### src/rtl/mavf_pkg.sv
// ----------------------------------------------------------------------------
// mavf_pkg
// Shared types and constants for the moving-average filter core.
// ----------------------------------------------------------------------------
package mavf_pkg;

   // bits per byte lane of a stream data bus
   localparam int BYTE_BITS = 8;

   // window length after reset, before any CSR write
   localparam int LEN_RESET = 4;

   // sequencer states of the core
   typedef enum logic [1:0] {
      ST_IDLE,
      ST_FETCH,
      ST_DIV,
      ST_OUT
   } mavf_state_type;

endpackage

### src/rtl/mavf_history.sv
// ----------------------------------------------------------------------------
// mavf_history
// Sample history ring: one write port, one read port with registered data.
// ----------------------------------------------------------------------------
module mavf_history import mavf_pkg::*; #(
   parameter int DEPTH = 64,
   parameter int WIDTH = 16
) (
   input  logic                     clock,
   input  logic                     wr_en,
   input  logic [$clog2(DEPTH)-1:0] wr_addr,
   input  logic [WIDTH-1:0]         wr_data,
   input  logic                     rd_en,
   input  logic [$clog2(DEPTH)-1:0] rd_addr,
   output logic [WIDTH-1:0]         rd_data
);

   logic [WIDTH-1:0] mem_ff [DEPTH];
   logic [WIDTH-1:0] rd_data_ff;

   // write the newest sample
   always_ff @(posedge clock) begin
      if (wr_en) begin
         mem_ff[wr_addr] <= wr_data;
      end
   end

   // read the oldest sample, registered
   always_ff @(posedge clock) begin
      if (rd_en) begin
         rd_data_ff <= mem_ff[rd_addr];
      end
   end

   assign rd_data = rd_data_ff;

endmodule

### src/rtl/mavf_divider.sv
// ----------------------------------------------------------------------------
// mavf_divider
// Signed-by-unsigned restoring divider, one quotient bit per cycle,
// quotient truncated toward zero.
// ----------------------------------------------------------------------------
module mavf_divider import mavf_pkg::*; #(
   parameter int DW = 23,
   parameter int VW = 7
) (
   input  logic                 clock,
   input  logic                 reset,
   input  logic                 start,
   input  logic signed [DW-1:0] dividend,
   input  logic [VW-1:0]        divisor,
   output logic                 done,
   output logic signed [DW-1:0] quotient
);

   localparam int CW = $clog2(DW + 1);

   logic          busy_ff,  busy_in;
   logic          done_ff,  done_in;
   logic [CW-1:0] count_ff, count_in;
   logic          neg_ff,   neg_in;
   logic [DW-1:0] mag_ff,   mag_in;
   logic [VW-1:0] rem_ff,   rem_in;
   logic [VW-1:0] dsr_ff,   dsr_in;
   logic [VW:0]   trial;
   logic [VW:0]   diff;

   // one restoring step: shift in the next dividend bit, try a subtract
   assign trial = {rem_ff, mag_ff[DW-1]};
   assign diff  = trial - {1'b0, dsr_ff};

   always_comb begin
      busy_in  = busy_ff;
      done_in  = 1'b0;
      count_in = count_ff;
      neg_in   = neg_ff;
      mag_in   = mag_ff;
      rem_in   = rem_ff;
      dsr_in   = dsr_ff;
      if (start) begin
         busy_in  = 1'b1;
         count_in = CW'(DW);
         neg_in   = dividend[DW-1];
         mag_in   = dividend[DW-1] ? DW'(-dividend) : DW'(dividend);
         rem_in   = '0;
         dsr_in   = divisor;
      end else if (busy_ff) begin
         if (trial >= {1'b0, dsr_ff}) begin
            rem_in = diff[VW-1:0];
            mag_in = {mag_ff[DW-2:0], 1'b1};
         end else begin
            rem_in = trial[VW-1:0];
            mag_in = {mag_ff[DW-2:0], 1'b0};
         end
         count_in = count_ff - CW'(1);
         if (count_ff == CW'(1)) begin
            busy_in = 1'b0;
            done_in = 1'b1;
         end
      end
   end

   // control state
   always_ff @(posedge clock) begin
      if (reset) begin
         busy_ff  <= 1'b0;
         done_ff  <= 1'b0;
         count_ff <= '0;
      end else begin
         busy_ff  <= busy_in;
         done_ff  <= done_in;
         count_ff <= count_in;
      end
   end

   // datapath
   always_ff @(posedge clock) begin
      neg_ff <= neg_in;
      mag_ff <= mag_in;
      rem_ff <= rem_in;
      dsr_ff <= dsr_in;
   end

   // restore the sign of the quotient
   assign done     = done_ff;
   assign quotient = neg_ff ? $signed(-mag_ff) : $signed(mag_ff);

endmodule

### src/rtl/moving_average_filter_core.sv
// ----------------------------------------------------------------------------
// moving_average_filter_core
// Moving-average filter over a stream of signed samples.
// ----------------------------------------------------------------------------
// The core keeps the last window_length samples in a ring and their running
// sum. Until the window is full each sample is passed through with
// warming_up set; after that each result is the average of the previous
// window_length samples, truncated toward zero, and the window slides. A
// sample with tlast set ends a record: with a full window its result
// includes that sample, and the stream state is cleared either way.
// Samples are taken one at a time. A passed-through sample goes from the
// FETCH state to OUT; an averaged one goes from FETCH through DIV, where
// the bit-serial divider produces one quotient bit per cycle, to OUT.
// The next sample can transfer in the cycle after the result is loaded into
// the output register. A result waiting in the output register does not
// block the next input transfer; the next result waits in the sequencer
// until the output register drains. csr_wdata takes effect as window
// length (0 acts as 1, values above WINDOW_MAX as WINDOW_MAX) and clears
// the stream state; write it only while idle.
// ----------------------------------------------------------------------------
module moving_average_filter_core import mavf_pkg::*; #(
   parameter int WINDOW_MAX   = 64,
   parameter int SAMPLE_WIDTH = 16
) (
   input  logic clock,
   input  logic reset,
   // input sample stream
   input  logic req_tvalid,
   output logic req_tready,
   // [SAMPLE_WIDTH-1:0] sample, zero padding above
   input  logic [((SAMPLE_WIDTH+BYTE_BITS-1)/BYTE_BITS)*BYTE_BITS-1:0] req_tdata,
   input  logic req_tlast,     // final_sample
   // result stream
   output logic rsp_tvalid,
   input  logic rsp_tready,
   // [SAMPLE_WIDTH-1:0] filtered, zero padding above
   output logic [((SAMPLE_WIDTH+BYTE_BITS-1)/BYTE_BITS)*BYTE_BITS-1:0] rsp_tdata,
   output logic rsp_tuser,     // warming_up
   // window length register write
   input  logic       csr_valid,
   output logic       csr_ready,
   input  logic [6:0] csr_wdata
);

   localparam int TDATA_W = ((SAMPLE_WIDTH + BYTE_BITS - 1) / BYTE_BITS) * BYTE_BITS;
   localparam int AW      = $clog2(WINDOW_MAX);
   localparam int LEN_W   = $clog2(WINDOW_MAX + 1);
   localparam int SUM_W   = SAMPLE_WIDTH + AW + 1;
   localparam int PW      = LEN_W + 1;
   localparam int LEN_RST = (LEN_RESET > WINDOW_MAX) ? WINDOW_MAX : LEN_RESET;

   mavf_state_type state_ff, state_in;

   logic [LEN_W-1:0]               len_ff,   len_in;
   logic [AW-1:0]                  wp_ff,    wp_in;
   logic [LEN_W-1:0]               fill_ff,  fill_in;
   logic signed [SUM_W-1:0]        sum_ff,   sum_in;
   logic signed [SAMPLE_WIDTH-1:0] x_ff,     x_in;
   logic                           last_ff,  last_in;
   logic signed [SAMPLE_WIDTH-1:0] res_ff,   res_in;
   logic                           warm_ff,  warm_in;
   logic                           ovalid_ff, ovalid_in;
   logic signed [SAMPLE_WIDTH-1:0] odata_ff, odata_in;
   logic                           ouser_ff, ouser_in;

   logic                           req_xfer;
   logic                           csr_xfer;
   logic [LEN_W-1:0]               len_clamped;
   logic [PW-1:0]                  wp_ext;
   logic [PW-1:0]                  len_ext;
   logic [PW-1:0]                  oldest_pos;
   logic [AW-1:0]                  wp_next;
   logic                           full;
   logic                           full_with_x;
   logic signed [SAMPLE_WIDTH-1:0] ring_rd;
   logic signed [SUM_W-1:0]        oldest;
   logic signed [SUM_W-1:0]        slid_sum;
   logic                           ring_we;
   logic                           div_start;
   logic signed [SUM_W-1:0]        div_dividend;
   logic                           div_done;
   logic signed [SUM_W-1:0]        div_quot;

   assign req_tready = (state_ff == ST_IDLE);
   assign csr_ready  = (state_ff == ST_IDLE);
   assign req_xfer   = req_tvalid & req_tready;
   assign csr_xfer   = csr_valid & csr_ready;

   // clamp the written window length into 1..WINDOW_MAX
   always_comb begin
      if (csr_wdata == 7'd0) begin
         len_clamped = LEN_W'(1);
      end else if (32'(csr_wdata) > 32'(WINDOW_MAX)) begin
         len_clamped = LEN_W'(WINDOW_MAX);
      end else begin
         len_clamped = LEN_W'(csr_wdata);
      end
   end

   // ring address of the sample that leaves the window
   assign wp_ext  = PW'(wp_ff);
   assign len_ext = PW'(len_ff);
   always_comb begin
      if (wp_ext >= len_ext) begin
         oldest_pos = wp_ext - len_ext;
      end else begin
         oldest_pos = wp_ext + PW'(WINDOW_MAX) - len_ext;
      end
   end

   assign wp_next     = (wp_ff == AW'(WINDOW_MAX - 1)) ? '0 : wp_ff + AW'(1);
   assign full        = (fill_ff >= len_ff);
   assign full_with_x = (PW'(fill_ff) + PW'(1) >= len_ext);
   assign oldest      = full ? SUM_W'(ring_rd) : '0;
   assign slid_sum    = sum_ff - oldest + SUM_W'(x_ff);
   assign ring_we     = (state_ff == ST_FETCH) && !last_ff;

   mavf_history #(
      .DEPTH (WINDOW_MAX),
      .WIDTH (SAMPLE_WIDTH)
   ) u_history (
      .clock   (clock),
      .wr_en   (ring_we),
      .wr_addr (wp_ff),
      .wr_data (x_ff),
      .rd_en   (req_xfer),
      .rd_addr (oldest_pos[AW-1:0]),
      .rd_data (ring_rd)
   );

   mavf_divider #(
      .DW (SUM_W),
      .VW (LEN_W)
   ) u_divider (
      .clock    (clock),
      .reset    (reset),
      .start    (div_start),
      .dividend (div_dividend),
      .divisor  (len_ff),
      .done     (div_done),
      .quotient (div_quot)
   );

   // sequencer: next state, stream state updates and result staging
   always_comb begin
      state_in     = state_ff;
      len_in       = len_ff;
      wp_in        = wp_ff;
      fill_in      = fill_ff;
      sum_in       = sum_ff;
      x_in         = x_ff;
      last_in      = last_ff;
      res_in       = res_ff;
      warm_in      = warm_ff;
      ovalid_in    = ovalid_ff;
      odata_in     = odata_ff;
      ouser_in     = ouser_ff;
      div_start    = 1'b0;
      div_dividend = sum_ff;

      // drop the output once transferred
      if (rsp_tready) begin
         ovalid_in = 1'b0;
      end

      case (state_ff)
         ST_IDLE: begin
            if (csr_xfer) begin
               len_in  = len_clamped;
               wp_in   = '0;
               fill_in = '0;
               sum_in  = '0;
            end
            if (req_xfer) begin
               x_in     = req_tdata[SAMPLE_WIDTH-1:0];
               last_in  = req_tlast;
               state_in = ST_FETCH;
            end
         end
         ST_FETCH: begin
            res_in  = x_ff;
            warm_in = 1'b1;
            if (last_ff) begin
               // end of record: average including this sample once it fills the window, then clear
               if (full_with_x) begin
                  div_start    = 1'b1;
                  div_dividend = slid_sum;
               end
               wp_in   = '0;
               fill_in = '0;
               sum_in  = '0;
            end else begin
               if (full) begin
                  div_start    = 1'b1;
                  div_dividend = sum_ff;
                  sum_in       = slid_sum;
               end else begin
                  sum_in  = sum_ff + SUM_W'(x_ff);
                  fill_in = fill_ff + LEN_W'(1);
               end
               wp_in = wp_next;
            end
            state_in = div_start ? ST_DIV : ST_OUT;
         end
         ST_DIV: begin
            if (div_done) begin
               res_in   = div_quot[SAMPLE_WIDTH-1:0];
               warm_in  = 1'b0;
               state_in = ST_OUT;
            end
         end
         ST_OUT: begin
            // load the output register once it is free
            if (!ovalid_ff || rsp_tready) begin
               ovalid_in = 1'b1;
               odata_in  = res_ff;
               ouser_in  = warm_ff;
               state_in  = ST_IDLE;
            end
         end
         default: begin
            state_in = ST_IDLE;
         end
      endcase
   end

   // control state
   always_ff @(posedge clock) begin
      if (reset) begin
         state_ff  <= ST_IDLE;
         len_ff    <= LEN_W'(LEN_RST);
         wp_ff     <= '0;
         fill_ff   <= '0;
         sum_ff    <= '0;
         ovalid_ff <= 1'b0;
      end else begin
         state_ff  <= state_in;
         len_ff    <= len_in;
         wp_ff     <= wp_in;
         fill_ff   <= fill_in;
         sum_ff    <= sum_in;
         ovalid_ff <= ovalid_in;
      end
   end

   // payload
   always_ff @(posedge clock) begin
      x_ff     <= x_in;
      last_ff  <= last_in;
      res_ff   <= res_in;
      warm_ff  <= warm_in;
      odata_ff <= odata_in;
      ouser_ff <= ouser_in;
   end

   assign rsp_tvalid = ovalid_ff;
   assign rsp_tdata  = TDATA_W'($unsigned(odata_ff));
   assign rsp_tuser  = ouser_ff;

endmodule

### config.mk
export PLATFORM = sky130hd
export DESIGN_NAME = moving_average_filter_core
export DESIGN_NICKNAME = d
export VERILOG_FILES = /design/src/rtl/mavf_pkg.sv /design/src/rtl/mavf_history.sv /design/src/rtl/mavf_divider.sv /design/src/rtl/moving_average_filter_core.sv
export SDC_FILE = /design/constraint.sdc
export NUM_CORES = 1
export LEC_CHECK = 0
export BUFFER_PORTS_ARGS = -buffer_cell sky130_fd_sc_hd__clkbuf_2
export CAP_MARGIN = 10
export CORE_MARGIN = 3
export CORE_UTILIZATION = 50
export CTS_CLUSTER_DIAMETER = 150
export CTS_CLUSTER_SIZE = 24
export DETAILED_ROUTE_END_ITERATION = 6
export MAX_ROUTING_LAYER = met4
export PLACE_DENSITY = 0.65
export SYNTH_ARGS = -nofsm -noshare
export SYNTH_HDL_FRONTEND = slang
export SYNTH_SLANG_ARGS = --single-unit
export TNS_END_PERCENT = 100
### constraint.sdc
create_clock -name clock -period 6.3 [get_ports clock]
set_input_delay 1.26 -clock clock [delete_from_list [all_inputs] [get_ports clock]]
set_output_delay 1.26 -clock clock [all_outputs]
set_load 0.005 [all_outputs]
==> impl_metrics.env <==
export IMPL_syn2layout_area_growth_pct=7.720
export IMPL_totalNegativeSetupSlack_ps=0
export IMPL_fin_nets=3070
export IMPL_hold_path_cell_count=0
export IMPL_finalSetupViolCount=0
export IMPL_place_hpwl_um=72350
export IMPL_rsz0062_at_grt="no"
export IMPL_syn_inst=2849
export IMPL_htreeDepth=2
export IMPL_hold_violations=0
export IMPL_gr_usage_all_layers=0.2296
export IMPL_crit_slowest_cell="fa_1"
export IMPL_synth_edf_count=1122
export IMPL_drt_first_pass_iters=5
export IMPL_postCtsHoldBufs=0
export IMPL_antenna_found_initial=1
export IMPL_synth_main_ff_cell="edfxtp_1"
export IMPL_p_per_area_mw_per_mm2=394.5
export IMPL_endpoint_kind="flop"
export IMPL_finalWirelength_um=114800
export IMPL_gp_congestion=0.9411
export IMPL_slew_headroom=0.2179
export IMPL_vias_per_cell=6.178
export IMPL_drt_iter0_drc=2895
export IMPL_postSynthNetCount=2984
export IMPL_syn_area_mm2=0.05045
export IMPL_grt_overflow_total=0
export IMPL_tightest_slew_ps=1173
export IMPL_cts_sinks=1182
export IMPL_status="finished, final reports clean"
export IMPL_start_util=0.5082
export IMPL_async_reset_ff_frac=0
export IMPL_final_max_slew_viol_count=0
export IMPL_cts_tree="yes"
export IMPL_cpPeakStageDelay_ps=530
export IMPL_required_ps=6700
export IMPL_worst_endpoint_arrival_ps=6370
export IMPL_worst_skew_pair_late_latency_ps=700
export IMPL_synth_area_leaders="edfxtp_1 67%, mux4_2 14%, dfxtp_1 2.4%, ha_1 2.0%, nor2_1 1.5%"
export IMPL_r2r_cells=24
export IMPL_yosys_area_top_type="edfxtp_1"
export IMPL_yosysTopAreaCellShare=0.6678
export IMPL_cts_path_max_buffers=3
export IMPL_synth_distinct_cells=83
export IMPL_hold_path_class="reg2reg"
export IMPL_die_h_um=323.7
export IMPL_critPathMostFrequentCell="ha_1"
export IMPL_drive_above_1_share=0.1984
export IMPL_cts_root_buffer="clkbuf_16"
export IMPL_crit_type="reg2reg"
export IMPL_grt_max_degree=83
export IMPL_port_buffers=48
export IMPL_vias=26230
export IMPL_ant_nets=0
export IMPL_p_leak_uw=0.01771
export IMPL_die_w_um=323.7
export IMPL_grt_pass1_wl_um=173100
export IMPL_cts_buffers=55
export IMPL_worstPathCellList="ha_1, nand2b_1, a21o_1, a21oi_1, o21ai_0, o21ai_1, nand2b_2, buf_12, and2_1, ha_1, inv_1, ha_1, fa_1, a211oi_2, o21ai_1, a221oi_2, o211ai_1, a31o_2, a2111oi_4, a221oi_4, buf_4, a31oi_1, xor2_1, a21oi_1"
export IMPL_drv_cap=0
export IMPL_grt_pass1_vias=26270
export IMPL_core_mm2=0.09928
export IMPL_final_period_utilization=0.9472
export IMPL_p_total_uw=21440
export IMPL_yosys_warnings=0
export IMPL_avgSynthCellArea_um2=17.71
export IMPL_synth_seq_cells=1182
export IMPL_drc=0
export IMPL_peakVddDrop_mv=0.2934
export IMPL_fin_crit_ps=5967
export IMPL_wl_per_cell_um=27.04
export IMPL_fin_worst_skew_ps=32.82
export IMPL_critical_path_max_fanout=23
export IMPL_io_pins=49
export IMPL_fmax_ghz=0.1676
export IMPL_fp_row_count=115
export IMPL_start_kind="flop"
export IMPL_diodes=0
export IMPL_path_clk_slew_ps=100
export IMPL_synth_yosys_seq_area_share=0.6916
export IMPL_die_area_mm2=0.1048
report_power, final:
group | leakage [uW] | internal, uW | switching, uW | total, uW
clock | 0.000740 | 1640 | 2350 | 3990
combinational | 0.00637 | 3310 | 4630 | 7940
sequential | 0.0106 | 9320 | 188 | 9510
metrics by stage:
stage | utilization | area, um2 | setup WS (ps) | hold WS, ps | cells
5_1_grt | 0.5474 | 54350 | 43.60 | 432.6 | 4245
3_5_place_dp | 0.5316 | 52770 | 107.1 | 404.5 | 4163
3_3_place_gp | 0.5316 | 52770 | 197.8 | 403.7 | 4163
4_1_cts | 0.5471 | 54320 | 58.70 | 426.8 | 4243
6_report | 0.5474 | 54350 | 332.8 | 425.2 | 4245
2_1_floorplan | - | 50450 | 708.3 | 400.3 | 2849
kinds of logic after synthesis:
| group | synth area share |
|---|---|
| muxes | 0.1486 |
| AOI/OAI and AO/OA | 0.04791 |
| xor gates and xnor gates | 0.01510 |
| adders and majority gates | 0.03001 |
| and+or+nand+nor | 0.04638 |
| buffers and inverters | 0.02036 |
| DFF | 0.6916 |
cells in the mapped netlist (all sizes together) (4+ instances only):
cell type	instances
inv	126
nand3	30
clkbuf	96
nand2	97
nor2	198
buf	40
o211ai	10
mux4	320
mux2i	28
o31ai	11
a21boi	5
fa	25
dfxtp	60
a22oi	15
nor4	9
xor2	45
or3	7
nand2b	19
and2	25
nor3b	8
and3	11
a31o	8
nor2b	29
a221oi	7
nand3b	4
a211o	6
a21o	24
o21bai	4
or2	4
a21oi	140
a311oi	4
xnor2	42
a211oi	25
o21a	6
a31oi	19
edfxtp	1122
nand4	11
nor3	26
o21ai	61
or4	4
ha	81
layout by cell type (no fill, tap or decap), drive strengths merged, types with 7 or more instances in the layout:
master	Yosys	layout
o31ai	11	11
a31o	8	8
a211oi	25	25
and2	25	25
a31oi	19	19
nand2	97	97
xnor2	42	42
clkbuf	96	124
o211ai	10	10
dfxtp	60	60
mux4	320	320
nor3	26	26
a21oi	140	140
nor2	198	198
a22oi	15	15
ha	81	81
edfxtp	1122	1122
and3	11	11
nor2b	29	29
nand2b	19	19
xor2	45	45
nand4	11	11
or3	7	7
nand3	30	30
nor4	9	9
buf	40	117
o21ai	61	61
fa	25	25
nor3b	8	8
mux2i	28	28
a221oi	7	7
a21o	24	24
inv	126	128
per-layer routing:
layer | track usage | routed length (um)
met1 | 0.3376 | 50440
met2 | 0.3481 | 53850
met3 | 0.02271 | 7125
met4 | 0.06423 | 3355
met5 | - | 0
sequential cells by signal, indices dropped and copies added, names as in the netlist, 2 cells and up:
register            count
fill_ff                 7
len_ff                  7
res_ff                 16
rsp_tdata              16
state_ff                2
sum_ff                 23
u_divider.count_ff      5
u_divider.dsr_ff        7
u_divider.mag_ff       23
u_divider.rem_ff        7
u_history.mem_ff     1024
u_history.rd_data      16
wp_ff                   6
x_ff                   16
path summary, 6_finish.rpt:
kind                            slack, ps                   start                              to
worst max-delay path                  330  len_ff[0]$_SDFFE_PP0P_  u_divider.mag_ff[21]$_DFFE_PP_
worst min-delay path                  430    res_ff[14]$_DFFE_PP_         rsp_tdata[14]$_DFFE_PP_
worst max register to register        330  len_ff[0]$_SDFFE_PP0P_  u_divider.mag_ff[21]$_DFFE_PP_
worst min register to register        430    res_ff[14]$_DFFE_PP_         rsp_tdata[14]$_DFFE_PP_
worst max-delay path, delay by kind of cell, from the launching register on:
family | cells | cell delay, ps
flops | 1 | 480
fa+ha+maj | 4 | 1300
compound gates | 13 | 2850
simple gates | 3 | 400
buf+inv | 3 | 440
xor+xnor | 1 | 200
repair_timing:
item / 4_1_cts / 5_1_grt
gates resized for setup: 0 / 2
endpoints found under the setup margin: 0 / 22
endpoints found under the hold margin: 0 / 0
buffers inserted: 0 / 2
area by class of cell:
cell class              count  area (um2)
multi-input cells        1405       14610
clock buffers              76        1455
inverters                 126       473.0
repair buffers            165        1219
well taps                1287        1610
clock inverters             4       88.84
flip-flops and latches   1182       34890
fillers                  7690       44940
Power figures use the tool's default switching activity.
